### src/rtl/tdpe_pkg.sv
// ----------------------------------------------------------------------------
// tdpe_pkg
// Shared types and codes for the Thumb data-processing execute block.
// ----------------------------------------------------------------------------
package tdpe_pkg;

    // Operation codes carried in req_type
    typedef enum logic [2:0] {
        OP_ADD_IMM = 3'd0,
        OP_SUB_IMM = 3'd1,
        OP_CMP_IMM = 3'd2,
        OP_MOV_IMM = 3'd3,
        OP_MOV_REG = 3'd4,
        OP_MUL     = 3'd5
    } op_t;

    // Result status codes
    typedef enum logic [1:0] {
        ST_OK        = 2'd0,
        ST_FORBIDDEN = 2'd1,
        ST_UNKNOWN   = 2'd2
    } status_t;

    // Encoding numbers
    localparam logic [2:0] ENC_T1 = 3'd1;
    localparam logic [2:0] ENC_T2 = 3'd2;
    localparam logic [2:0] ENC_T3 = 3'd3;
    localparam logic [2:0] ENC_T4 = 3'd4;

    // Special register indexes
    localparam logic [3:0] REG_SP = 4'd13;
    localparam logic [3:0] REG_PC = 4'd15;

    localparam int unsigned NUM_REGS = 16;

    // One decoded instruction
    typedef struct packed {
        logic [2:0]  req_type;
        logic [2:0]  encoding;
        logic [3:0]  dest_reg;
        logic [3:0]  src_reg;
        logic [3:0]  src2_reg;
        logic [31:0] immediate;
        logic        ext_bit;
    } req_t;

    // One execute result
    typedef struct packed {
        logic [1:0]  status;
        logic [31:0] write_value;
        logic [3:0]  dest_index;
        logic        wrote_reg;
        logic [3:0]  flags_nzcv;
    } res_t;

endpackage

### src/rtl/tdpe_if.sv
// ----------------------------------------------------------------------------
// tdpe_if
// Valid/ready channels for instruction requests and execute results.
// ----------------------------------------------------------------------------

// Instruction request channel
interface tdpe_req_if;
    logic        valid;
    logic        ready;
    logic [2:0]  req_type;
    logic [2:0]  encoding;
    logic [3:0]  dest_reg;
    logic [3:0]  src_reg;
    logic [3:0]  src2_reg;
    logic [31:0] immediate;
    logic        ext_bit;

    modport source (
        output valid, req_type, encoding, dest_reg, src_reg, src2_reg, immediate, ext_bit,
        input  ready
    );
    modport sink (
        input  valid, req_type, encoding, dest_reg, src_reg, src2_reg, immediate, ext_bit,
        output ready
    );
endinterface

// Result channel
interface tdpe_res_if;
    logic        valid;
    logic        ready;
    logic [1:0]  status;
    logic [31:0] write_value;
    logic [3:0]  dest_index;
    logic        wrote_reg;
    logic [3:0]  flags_nzcv;

    modport source (
        output valid, status, write_value, dest_index, wrote_reg, flags_nzcv,
        input  ready
    );
    modport sink (
        input  valid, status, write_value, dest_index, wrote_reg, flags_nzcv,
        output ready
    );
endinterface

### src/rtl/tdpe_alu.sv
// ----------------------------------------------------------------------------
// tdpe_alu
// Encoding checks, adder, multiplier and flag rules for one instruction.
// ----------------------------------------------------------------------------
module tdpe_alu
    import tdpe_pkg::*;
(
    input  req_t        rq,
    input  logic [31:0] op_n,
    input  logic [31:0] op_m,
    input  logic [3:0]  flags,
    output res_t        res
);

    // SP, LR or PC
    function automatic logic is_high(input logic [3:0] r);
        return r >= REG_SP;
    endfunction

    logic        sub_mode;
    logic [31:0] addend;
    logic [32:0] sum;
    logic        add_c;
    logic        add_v;
    logic [31:0] prod;
    logic [7:0]  imm_b;
    logic [7:0]  imm_h;
    logic        unrotated;
    logic        exp_c;
    logic [3:0]  d_mov;
    logic [31:0] mov_val;
    status_t     st;
    logic        fl;

    // Shared adder: subtract and compare add NOT immediate plus one
    assign sub_mode = (rq.req_type != OP_ADD_IMM);
    assign addend   = sub_mode ? ~rq.immediate : rq.immediate;
    assign sum      = {1'b0, op_n} + {1'b0, addend} + {32'd0, sub_mode};
    assign add_c    = sum[32];
    assign add_v    = (op_n[31] ^ sum[31]) & (addend[31] ^ sum[31]);

    // Multiplier, low word only
    assign prod = op_n * op_m;

    // Carry out of the immediate expansion
    assign imm_b     = rq.immediate[7:0];
    assign imm_h     = rq.immediate[15:8];
    assign unrotated = (rq.immediate == {24'd0, imm_b})
                    || (rq.immediate == {8'd0, imm_b, 8'd0, imm_b})
                    || (rq.immediate == {imm_h, 8'd0, imm_h, 8'd0})
                    || (rq.immediate == {imm_b, imm_b, imm_b, imm_b});
    assign exp_c     = unrotated ? flags[1] : rq.immediate[31];

    // T1 register move: D bit selects the high bank
    assign d_mov   = rq.ext_bit ? {1'b1, rq.dest_reg[2:0]} : rq.dest_reg;
    // Writes to PC clear bit 0
    assign mov_val = (d_mov == REG_PC) ? {op_m[31:1], 1'b0} : op_m;

    // Checks, results and flag updates per operation
    always_comb
    begin
        res            = '0;
        res.flags_nzcv = flags;
        st             = ST_OK;
        fl             = 1'b0;
        unique case (rq.req_type)
            OP_ADD_IMM, OP_SUB_IMM:
            begin
                unique case (rq.encoding)
                    ENC_T1, ENC_T2: fl = 1'b1;
                    ENC_T3:
                    begin
                        if (rq.dest_reg == REG_SP || rq.dest_reg == REG_PC ||
                            rq.src_reg == REG_SP || rq.src_reg == REG_PC)
                            st = ST_FORBIDDEN;
                        fl = rq.ext_bit;
                    end
                    ENC_T4:
                    begin
                        if (rq.src_reg == REG_SP || rq.src_reg == REG_PC ||
                            is_high(rq.dest_reg))
                            st = ST_FORBIDDEN;
                    end
                    default: st = ST_UNKNOWN;
                endcase
                if (st == ST_OK)
                begin
                    res.write_value = sum[31:0];
                    res.dest_index  = rq.dest_reg;
                    res.wrote_reg   = 1'b1;
                    if (fl)
                        res.flags_nzcv = {sum[31], sum[31:0] == 32'd0, add_c, add_v};
                end
            end
            OP_CMP_IMM:
            begin
                unique case (rq.encoding)
                    ENC_T1: st = ST_OK;
                    ENC_T2:
                    begin
                        if (rq.src_reg == REG_PC)
                            st = ST_FORBIDDEN;
                    end
                    default: st = ST_UNKNOWN;
                endcase
                if (st == ST_OK)
                begin
                    res.write_value = sum[31:0];
                    res.flags_nzcv  = {sum[31], sum[31:0] == 32'd0, add_c, add_v};
                end
            end
            OP_MOV_IMM:
            begin
                unique case (rq.encoding)
                    ENC_T1: fl = 1'b1;
                    ENC_T2:
                    begin
                        if (is_high(rq.dest_reg))
                            st = ST_FORBIDDEN;
                        fl = rq.ext_bit;
                    end
                    ENC_T3:
                    begin
                        if (is_high(rq.dest_reg))
                            st = ST_FORBIDDEN;
                    end
                    default: st = ST_UNKNOWN;
                endcase
                if (st == ST_OK)
                begin
                    res.write_value = rq.immediate;
                    res.dest_index  = rq.dest_reg;
                    res.wrote_reg   = 1'b1;
                    if (fl)
                    begin
                        res.flags_nzcv[3] = rq.immediate[31];
                        res.flags_nzcv[2] = (rq.immediate == 32'd0);
                        // T1 keeps C, T2 takes the expansion carry
                        if (rq.encoding == ENC_T2)
                            res.flags_nzcv[1] = exp_c;
                    end
                end
            end
            OP_MOV_REG:
            begin
                unique case (rq.encoding)
                    ENC_T1:
                    begin
                        st = ST_OK;
                    end
                    ENC_T2: fl = 1'b1;
                    ENC_T3:
                    begin
                        fl = rq.ext_bit;
                        if (rq.ext_bit && (is_high(rq.dest_reg) || is_high(rq.src2_reg)))
                            st = ST_FORBIDDEN;
                        if (!rq.ext_bit && (rq.dest_reg == REG_PC || rq.src2_reg == REG_PC ||
                            (rq.dest_reg == REG_SP && rq.src2_reg == REG_SP)))
                            st = ST_FORBIDDEN;
                    end
                    default: st = ST_UNKNOWN;
                endcase
                if (st == ST_OK)
                begin
                    // Only T1 honours the D bit
                    if (rq.encoding == ENC_T1)
                    begin
                        res.write_value = mov_val;
                        res.dest_index  = d_mov;
                    end
                    else
                    begin
                        res.write_value = (rq.dest_reg == REG_PC) ? {op_m[31:1], 1'b0} : op_m;
                        res.dest_index  = rq.dest_reg;
                        if (fl && rq.dest_reg != REG_PC)
                        begin
                            res.flags_nzcv[3] = op_m[31];
                            res.flags_nzcv[2] = (op_m == 32'd0);
                        end
                    end
                    res.wrote_reg = 1'b1;
                end
            end
            OP_MUL:
            begin
                unique case (rq.encoding)
                    ENC_T1: fl = 1'b1;
                    ENC_T2:
                    begin
                        if (is_high(rq.dest_reg) || is_high(rq.src_reg) || is_high(rq.src2_reg))
                            st = ST_FORBIDDEN;
                    end
                    default: st = ST_UNKNOWN;
                endcase
                if (st == ST_OK)
                begin
                    res.write_value = prod;
                    res.dest_index  = rq.dest_reg;
                    res.wrote_reg   = 1'b1;
                    if (fl)
                    begin
                        res.flags_nzcv[3] = prod[31];
                        res.flags_nzcv[2] = (prod == 32'd0);
                    end
                end
            end
            default: st = ST_UNKNOWN;
        endcase
        res.status = st;
    end

endmodule

### src/rtl/thumb_data_processing_execute.sv
// ----------------------------------------------------------------------------
// thumb_data_processing_execute
// Execute stage for Thumb add/sub/cmp/mov/mul with a 16 x 32 register file.
// ----------------------------------------------------------------------------
// Request to result valid: the execute-stage register, then the output register.
// Throughput: one request per cycle unless res.ready stalls; the register file
// read and execute overlap, with write data forwarded to the next request.
// Reset: flags cleared; every register reads as zero until first written
// (per-entry valid bits, no clearing pass); output and pipeline empty.
module thumb_data_processing_execute
    import tdpe_pkg::*;
(
    input  logic       clk,
    input  logic       rst_n,
    tdpe_req_if.sink   req,
    tdpe_res_if.source res
);

    // Register file storage
    logic [31:0]         rf_mem [NUM_REGS];
    logic [NUM_REGS-1:0] rf_vld_reg;

    // Read stage
    logic        req_acc;
    logic [3:0]  rd_m_addr;
    logic [31:0] rd_n_reg;
    logic [31:0] rd_m_reg;
    logic        rvld_n_reg;
    logic        rvld_m_reg;
    logic        fwd_n_reg;
    logic        fwd_m_reg;
    logic        fwd_n_next;
    logic        fwd_m_next;
    req_t        req_in;

    // Execute stage
    logic        s1_valid_reg;
    req_t        s1_req_reg;
    logic        s1_adv;
    logic [31:0] op_n;
    logic [31:0] op_m;
    res_t        alu_res;
    logic        wr_en;
    logic [31:0] wlast_reg;

    // Output and architectural flags
    logic        out_valid_reg;
    res_t        out_res_reg;
    logic [3:0]  flags_reg;

    // Handshakes
    assign s1_adv    = s1_valid_reg && (!out_valid_reg || res.ready);
    assign req.ready = !s1_valid_reg || s1_adv;
    assign req_acc   = req.valid && req.ready;
    assign wr_en     = s1_adv && alu_res.wrote_reg;

    // Request payload bundle
    assign req_in = '{req_type:  req.req_type,
                      encoding:  req.encoding,
                      dest_reg:  req.dest_reg,
                      src_reg:   req.src_reg,
                      src2_reg:  req.src2_reg,
                      immediate: req.immediate,
                      ext_bit:   req.ext_bit};

    // T1 multiply reads d as its second operand
    assign rd_m_addr = (req.req_type == OP_MUL && req.encoding == ENC_T1) ?
                       req.dest_reg : req.src2_reg;

    // Forward when the register being read is written at the same edge
    assign fwd_n_next = wr_en && (alu_res.dest_index == req.src_reg);
    assign fwd_m_next = wr_en && (alu_res.dest_index == rd_m_addr);

    // Memory read and write ports
    always_ff @(posedge clk)
    begin
        if (req_acc)
        begin
            rd_n_reg   <= rf_mem[req.src_reg];
            rd_m_reg   <= rf_mem[rd_m_addr];
            rvld_n_reg <= rf_vld_reg[req.src_reg];
            rvld_m_reg <= rf_vld_reg[rd_m_addr];
            fwd_n_reg  <= fwd_n_next;
            fwd_m_reg  <= fwd_m_next;
            s1_req_reg <= req_in;
        end
        if (wr_en)
        begin
            rf_mem[alu_res.dest_index] <= alu_res.write_value;
            wlast_reg                  <= alu_res.write_value;
        end
        if (s1_adv)
            out_res_reg <= alu_res;
    end

    // Entry valid bits
    always_ff @(posedge clk or negedge rst_n)
    begin
        if (!rst_n)
            rf_vld_reg <= '0;
        else if (wr_en)
            rf_vld_reg[alu_res.dest_index] <= 1'b1;
    end

    // Operand selection: forwarded, stored or reset value
    assign op_n = fwd_n_reg ? wlast_reg : (rvld_n_reg ? rd_n_reg : 32'd0);
    assign op_m = fwd_m_reg ? wlast_reg : (rvld_m_reg ? rd_m_reg : 32'd0);

    tdpe_alu u_alu (
        .rq    (s1_req_reg),
        .op_n  (op_n),
        .op_m  (op_m),
        .flags (flags_reg),
        .res   (alu_res)
    );

    // Pipeline control and flags
    always_ff @(posedge clk or negedge rst_n)
    begin
        if (!rst_n)
        begin
            s1_valid_reg  <= 1'b0;
            out_valid_reg <= 1'b0;
            flags_reg     <= '0;
        end
        else
        begin
            if (req.ready)
                s1_valid_reg <= req.valid;
            if (s1_adv)
            begin
                out_valid_reg <= 1'b1;
                flags_reg     <= alu_res.flags_nzcv;
            end
            else if (res.ready)
                out_valid_reg <= 1'b0;
        end
    end

    // Result channel
    assign res.valid       = out_valid_reg;
    assign res.status      = out_res_reg.status;
    assign res.write_value = out_res_reg.write_value;
    assign res.dest_index  = out_res_reg.dest_index;
    assign res.wrote_reg   = out_res_reg.wrote_reg;
    assign res.flags_nzcv  = out_res_reg.flags_nzcv;

endmodule
### src/flat_wrapper.sv
// flat-port wrapper written by rule: the top's interface ports become plain ports
module thumb_data_processing_execute_flat import tdpe_pkg::*;
  (clk, rst_n, req_valid, req_req_type, req_encoding, req_dest_reg, req_src_reg, req_src2_reg, req_immediate, req_ext_bit, req_ready, res_valid, res_status, res_write_value, res_dest_index, res_wrote_reg, res_flags_nzcv, res_ready);
  tdpe_req_if req_i ();
  tdpe_res_if res_i ();
  input  logic clk;
  input  logic rst_n;
  input wire logic [$bits(req_i.valid)-1:0] req_valid;
  input wire logic [$bits(req_i.req_type)-1:0] req_req_type;
  input wire logic [$bits(req_i.encoding)-1:0] req_encoding;
  input wire logic [$bits(req_i.dest_reg)-1:0] req_dest_reg;
  input wire logic [$bits(req_i.src_reg)-1:0] req_src_reg;
  input wire logic [$bits(req_i.src2_reg)-1:0] req_src2_reg;
  input wire logic [$bits(req_i.immediate)-1:0] req_immediate;
  input wire logic [$bits(req_i.ext_bit)-1:0] req_ext_bit;
  output wire logic [$bits(req_i.ready)-1:0] req_ready;
  output wire logic [$bits(res_i.valid)-1:0] res_valid;
  output wire logic [$bits(res_i.status)-1:0] res_status;
  output wire logic [$bits(res_i.write_value)-1:0] res_write_value;
  output wire logic [$bits(res_i.dest_index)-1:0] res_dest_index;
  output wire logic [$bits(res_i.wrote_reg)-1:0] res_wrote_reg;
  output wire logic [$bits(res_i.flags_nzcv)-1:0] res_flags_nzcv;
  input wire logic [$bits(res_i.ready)-1:0] res_ready;
  assign req_i.valid = req_valid;
  assign req_i.req_type = req_req_type;
  assign req_i.encoding = req_encoding;
  assign req_i.dest_reg = req_dest_reg;
  assign req_i.src_reg = req_src_reg;
  assign req_i.src2_reg = req_src2_reg;
  assign req_i.immediate = req_immediate;
  assign req_i.ext_bit = req_ext_bit;
  assign req_ready = req_i.ready;
  assign res_valid = res_i.valid;
  assign res_status = res_i.status;
  assign res_write_value = res_i.write_value;
  assign res_dest_index = res_i.dest_index;
  assign res_wrote_reg = res_i.wrote_reg;
  assign res_flags_nzcv = res_i.flags_nzcv;
  assign res_i.ready = res_ready;
  thumb_data_processing_execute u_core (.clk(clk), .rst_n(rst_n), .req(req_i), .res(res_i));
endmodule
### config.mk
export PLATFORM = sky130hd
export DESIGN_NAME = thumb_data_processing_execute_flat
export DESIGN_NICKNAME = d
export VERILOG_FILES = /design/src/rtl/tdpe_pkg.sv /design/src/rtl/tdpe_if.sv /design/src/rtl/tdpe_alu.sv /design/src/rtl/thumb_data_processing_execute.sv /design/src/flat_wrapper.sv
export SDC_FILE = /design/constraint.sdc
export NUM_CORES = 2
export LEC_CHECK = 0
export BUFFER_PORTS_ARGS = -buffer_cell sky130_fd_sc_hd__buf_4
export CAP_MARGIN = 20
export CORE_MARGIN = 5
export CORE_UTILIZATION = 60
export DETAILED_ROUTE_END_ITERATION = 6
export GPL_ROUTABILITY_DRIVEN = 0
export MAX_ROUTING_LAYER = met4
export PLACE_DENSITY_LB_ADDON = 0.08
export SETUP_SLACK_MARGIN = 0.5
export SYNTH_ARGS = -nofsm -noshare
export SYNTH_HDL_FRONTEND = slang
export SYNTH_HIERARCHICAL = 1
export SYNTH_SLANG_ARGS = --single-unit
### constraint.sdc
create_clock -name clk -period 24.9 [get_ports clk]
set_input_delay 0 -clock clk [delete_from_list [all_inputs] [get_ports clk]]
set_output_delay 0 -clock clk [all_outputs]
set_load 0.005 [all_outputs]
* Word level (Yosys, flattened, before mapping)
Memories as Yosys holds them, arrays and structs flattened. A register that Yosys moved wholly into a read port is not among the register bits.
Index checks and enable logic that the tools add are counted.
** Word-level totals
- Flip-flop bits (word level) :: 152
- RAM bits :: 512
- Input port bits :: 55
- Output and inout bits :: 45
- Logic and storage cells :: 170
- Memories :: 1
** Memories
- u_core.rf_mem :: words 16, width 32, read ports 2, clocked after Yosys merged registers in 2, write ports 1, line thumb_data_processing_execute.sv:20 : logic [31:0] rf_mem [NUM_REGS];
** Cells by class
- Add/subtract/negate cells :: 2
- $mul :: 1
- Order comparisons :: 7
- Equal/unequal tests :: 24
- Mux-type cells :: 64
- Bitwise gates (word level) :: 5
- Reductions and logical operators :: 45
** Operator list (number)
- $mux 32 :: 6
- $pmux 32 s5 :: 1
- $logic_not 32->1 :: 4
- $mux 39 :: 2
- $eq 24x24->1 :: 2
- $mux 41 :: 1
- $mux 40 :: 1
- $add 32x32->33 :: 1
- $add 33x1->33 :: 1
- $mul 32x32->32 :: 1
- $not 32->32 :: 1
- $eq 4x4->1 const B :: 7
- $eq 24x16->1 :: 1
- $logic_not 24->1 :: 1
- $mux 1 :: 22
- $pmux 2 s5 :: 2
- $pmux 5 s4 :: 1
- $mux 2 :: 9
- $mux 4 :: 4
- $or 16x16->16 :: 1
- $pmux 2 s2 :: 4
- $logic_or 1x1->1 :: 15
- $lt 4x5->1 const B :: 3
- $eq 3x2->1 const B :: 4
- other kinds (22) :: 53

* Logic depth before layout (Yosys ltp)
- Depth in word-level cells :: 15
- Gate-level depth with buffers :: 33
- Depth with buffers taken out :: 30

* Modules after synthesis
Netlist, hierarchy kept.
** Modules (own cells, without submodules)
- thumb_data_processing_execute :: instances 1, cells an instance 1943, area an instance 31934.4 um^2, seq. area each 21750.9 um^2
- tdpe_alu :: instances 1, cells an instance 2274, area an instance 19172.1 um^2, seq. area each 0.0 um^2

* Worst setup path before layout
OpenSTA, ideal clock, no wires.
- Kind :: reg2reg
- Start :: reg u_core.fwd_m_reg
- End :: reg u_core.flags_reg[2]
- Library setup time :: 0.127 ns
- Data arrival time :: 8.403 ns
- Data required time :: 24.773 ns
- Slack :: 16.370 ns
- Stages on the path, launching flop included :: 30
- Buffers on the path :: 5
- Period minus slack after synthesis :: 8.530 ns
- Path through :: edfxtp_1 clkbuf_1 nor2b_1 clkbuf_1 a22o_1 clkbuf_1 clkbuf_1 nand2_1 fa_1 fa_1 fa_1 fa_1 fa_1 fa_1 fa_1 fa_1 inv_1 ha_1 clkbuf_1 and3_1 nand2_1 a211oi_1 nor3_1 o41ai_1 xor2_1 nor4b_1 and4_1 a21o_1 a41o_1 mux2_2
** RTL lines
- start: declaration :: line thumb_data_processing_execute.sv:31 : logic fwd_m_reg;
- start signal: assignment :: line thumb_data_processing_execute.sv:84 : fwd_m_reg <= fwd_m_next;
- end signal: assignment :: line thumb_data_processing_execute.sv:133 : flags_reg <= alu_res.flags_nzcv;
- end: declaration :: line thumb_data_processing_execute.sv:49 : logic [3:0] flags_reg;

==> run metrics <==
outcome=finished, violations left; violations in the final reports=design-rule violations; pwr/cell area=93.9 mW/mm^2; RSZ-0062 raised after global routing=no; r2r endpoint=u_core/flags_reg[2]; Initial DRC Count=between 4000 and 5000; hold path endpoint=u_core/s1_req_reg[33]; CP max stage delay=830 ps; max reg flops=slightly above 500; worst flop-to-flop path startpoint=u_core/fwd_n_reg; Skew-Pair Late Insertion Delay=660 ps; fraction of layout cells with a size suffix above 1=13.1%; largest net degree at the start of global routing=66; CTS max path bufs=3; syn avg cell area=between 10 and 15 um^2; critical path class=flop to flop; worst relative slew slack=24.0%; WHS=38.1 ps; Tightest Pin Transition=1140 ps; Final Non-Filler Cells=about 5500; Global Route Usage Sum=between 30% and 40%; Post-synth EDFFs=between 700 and 800; Critical Path Most Common Cell=fa_1; floorplan row count=107; Hold Violations, Final=0; Buf/Inv on CP=6; Fmax=0.105 GHz; leakage=0.0200 uW; Syn Nets=4835; min-delay src=req_src2_reg[0]; cell-internal power=3090 uW; worst hold path depth=1; register area=~0.022 mm^2; Nets=4890; CORE AREA=0.0849 mm^2; total CTS buffers=between 70 and 80; Hold Path Class=input port to flop; Resized cells post-CTS=0; Arr. time, crit path=9970 ps; period utilization=a little under two fifths; Antenna Nets Post-Route=0; Sw Pwr=2180 uW; Most used DFF post-synth=edfxtp_1; slowest CP cell=a22o_1; DRC violations left=2; maximum capacitance violations=0; ys async rst share=3.02%; Synth Register Bits=about 730; pre-CTS setup slack=15360 ps; Fillers=6506; Clock Power Share=20.4%; area delta synth->final=9.63%; Seq pwr share=28.1%; drt pass-1 iters=7; Clock H-tree levels=3; Setup Buffers After CTS=0; number of global-route vias before repair=between 30000 and 40000; Switching Share=41.4%; Via density=6.82; FF-to-FF path depth=29; CTS tree=yes; DRT Wirelength=between 150000 and 200000 um; grt ovf=0; library cells used by synthesis=95; final setup skew=63.6 ps; Final setup viols=0; Clock Sinks=728; Post-DP HPWL=102000 um; post-synthesis sequential area ratio=42.6%; logic gate share of total power=51.5%; total negative slack=0 ps; worst vdd ir=~0.00015 V; CP Capture Type=flop; first-pass GRT wire length=243000 um; via count=about 37000; final core utilization=66.0%; antenna violations before repair=4; Root Buffer=clkbuf_16; wire per inst=29.8 um; cell area after synthesis=0.0511 mm^2; Synthesis Warnings=6; chip width=302 um; Worst Path Max Fanout=34; clock slew at reported path FFs=about 60 ps; setup slack, reg-to-reg=15420 ps; Mapped Cells=4217; post-route setup slack=about 15000 ps; IO Pins=100; minimum clock period=9480 ps; # port buffers=around 100; WP data required=between 20000 and 30000 ps; die span in y=around 300 um; most frequent cells in the layout=edfxtp_1, nand2_1, fa_1; max-slew violations=0; commonest non-fill, non-tap cell in the layout=edfxtp_1; area of the multi-input gates=0.0272 mm^2; placed cells=5287; startpoint types=flop; initial cell density of the core=roughly three fifths; Crit path max-delay family=adder cells; Die Area=approximately 0.091 mm^2
-- kinds of logic after synthesis --
group | count (synthesis) | share of synthesized area, %
simple gates | 1120 | 10.5
xor+xnor | 152 | 2.63
fa+ha+maj | 563 | 19.8
mux | 253 | 9.04
flops | 728 | 42.6
compound gates | 805 | 10.9
buf+inv | 596 | 4.61
-- stage by stage --
| step | power, uW | area, um^2 |
|---|---|---|
| global placement | 4100 | 53200 |
| finish | 5260 | 56000 |
| floorplan | 3350 | 51100 |
| global route | 5560 | 56000 |
| CTS | 5220 | 56000 |
| detailed placement | 4120 | 53200 |
-- worst register-to-register path, delay by kind of cell, from the launching register on --
family,cells,cell delay (ps)
AOI/OAI and AO/OA,5,2180
muxes,1,260
adders and majority gates,9,4090
DFF,1,370
and+or+nand+nor,7,1210
buffers and inverters,6,830
xor gates and xnor gates,1,410
-- Yosys cell counts, types with 12 or more instances --
cell type  number  area share, %
mux2i_1        74            1.4
xnor2_1       122            2.1
edfxtp_1      706             41
nor3_1         30           0.29
a221oi_1       14           0.24
a222oi_1       22           0.43
nor4_1         27           0.33
nand2_1       568            4.2
a22o_1         62            1.1
nand2b_1       23           0.28
buf_1          19           0.14
mux4_2        165            7.3
nand4_1        20           0.24
xor2_1         29           0.50
o221ai_1       38           0.65
nor2_1         92           0.68
a211oi_1       67           0.98
o21a_1         14           0.21
and2_1        198            2.4
o22ai_1        39           0.48
nor2b_1        18           0.22
a21o_1         25           0.37
o31ai_1        12           0.18
or3_1          12           0.15
buf_2          55           0.54
nand3_1        41           0.40
clkbuf_1      199            1.5
o311ai_0       12           0.21
dfrtp_1        22            1.1
and3_1         36           0.44
ha_1          154            3.8
o21ai_0       120            1.2
a21oi_1       206            2.0
a31oi_1        45           0.55
fa_1          409             16
inv_1         315            2.3
or2_2          21           0.26
mux2_2         13           0.29
a211o_1        27           0.46
-- layout make-up --
cell class	count	area share, %
Antenna cell	3	0.0134
Clock buffer	93	3.45
Clock inverter	40	0.686
Inverter	315	2.11
Multi-Input combinational cell	2893	48.6
Sequential cell	728	38.8
Tap cell	1144	2.55
Timing Repair Buffer	260	3.75
-- power by group through the flow --
stage               clock network (uW)  registers [uW]  logic (uW)
finish                            1070            1480        2710
global route                      1140            1480        2940
CTS                               1090            1480        2650
detailed placement                   0            1500        2620
global placement                     0            1500        2600
floorplan                            0            1490        1870
-- how the worst max path moves through the flow --
stage / slack [ps] / cells after the start / endpoint / startpoint
finish: 15420 / 29 / u_core/flags_reg[2] / u_core/fwd_n_reg
global route: 14930 / 29 / u_core/flags_reg[2] / u_core/fwd_n_reg
CTS: 15330 / 26 / u_core/rf_mem[13][31] / u_core/fwd_n_reg
detailed placement: 15360 / 26 / u_core/rf_mem[4][31] / u_core/fwd_n_reg
global placement: 15660 / 26 / u_core/rf_mem[4][31] / u_core/fwd_n_reg
floorplan: 16370 / 29 / u_core/flags_reg[2] / u_core/fwd_m_reg
-- timing repair --
| action | CTS | global route |
|---|---|---|
| hold buffers | 52 | 0 |
| endpoints found under the setup margin | 0 | 0 |
| endpoints found under the hold margin | 70 | 0 |
-- per-layer routing --
| layer | vias up | GRT usage [%] | share of wire [%] |
|---|---|---|---|
| met1 | 18900 | 46.7 | 36 |
| met3 | 593 | 6.82 | 11 |
| li1 | 15400 | - | - |
| met4 | 0 | 19.0 | 6.2 |
| met2 | 2453 | 58.7 | 47 |
| met5 | - | - | 0 |
Note: power is estimated with default switching activity, not from simulation.
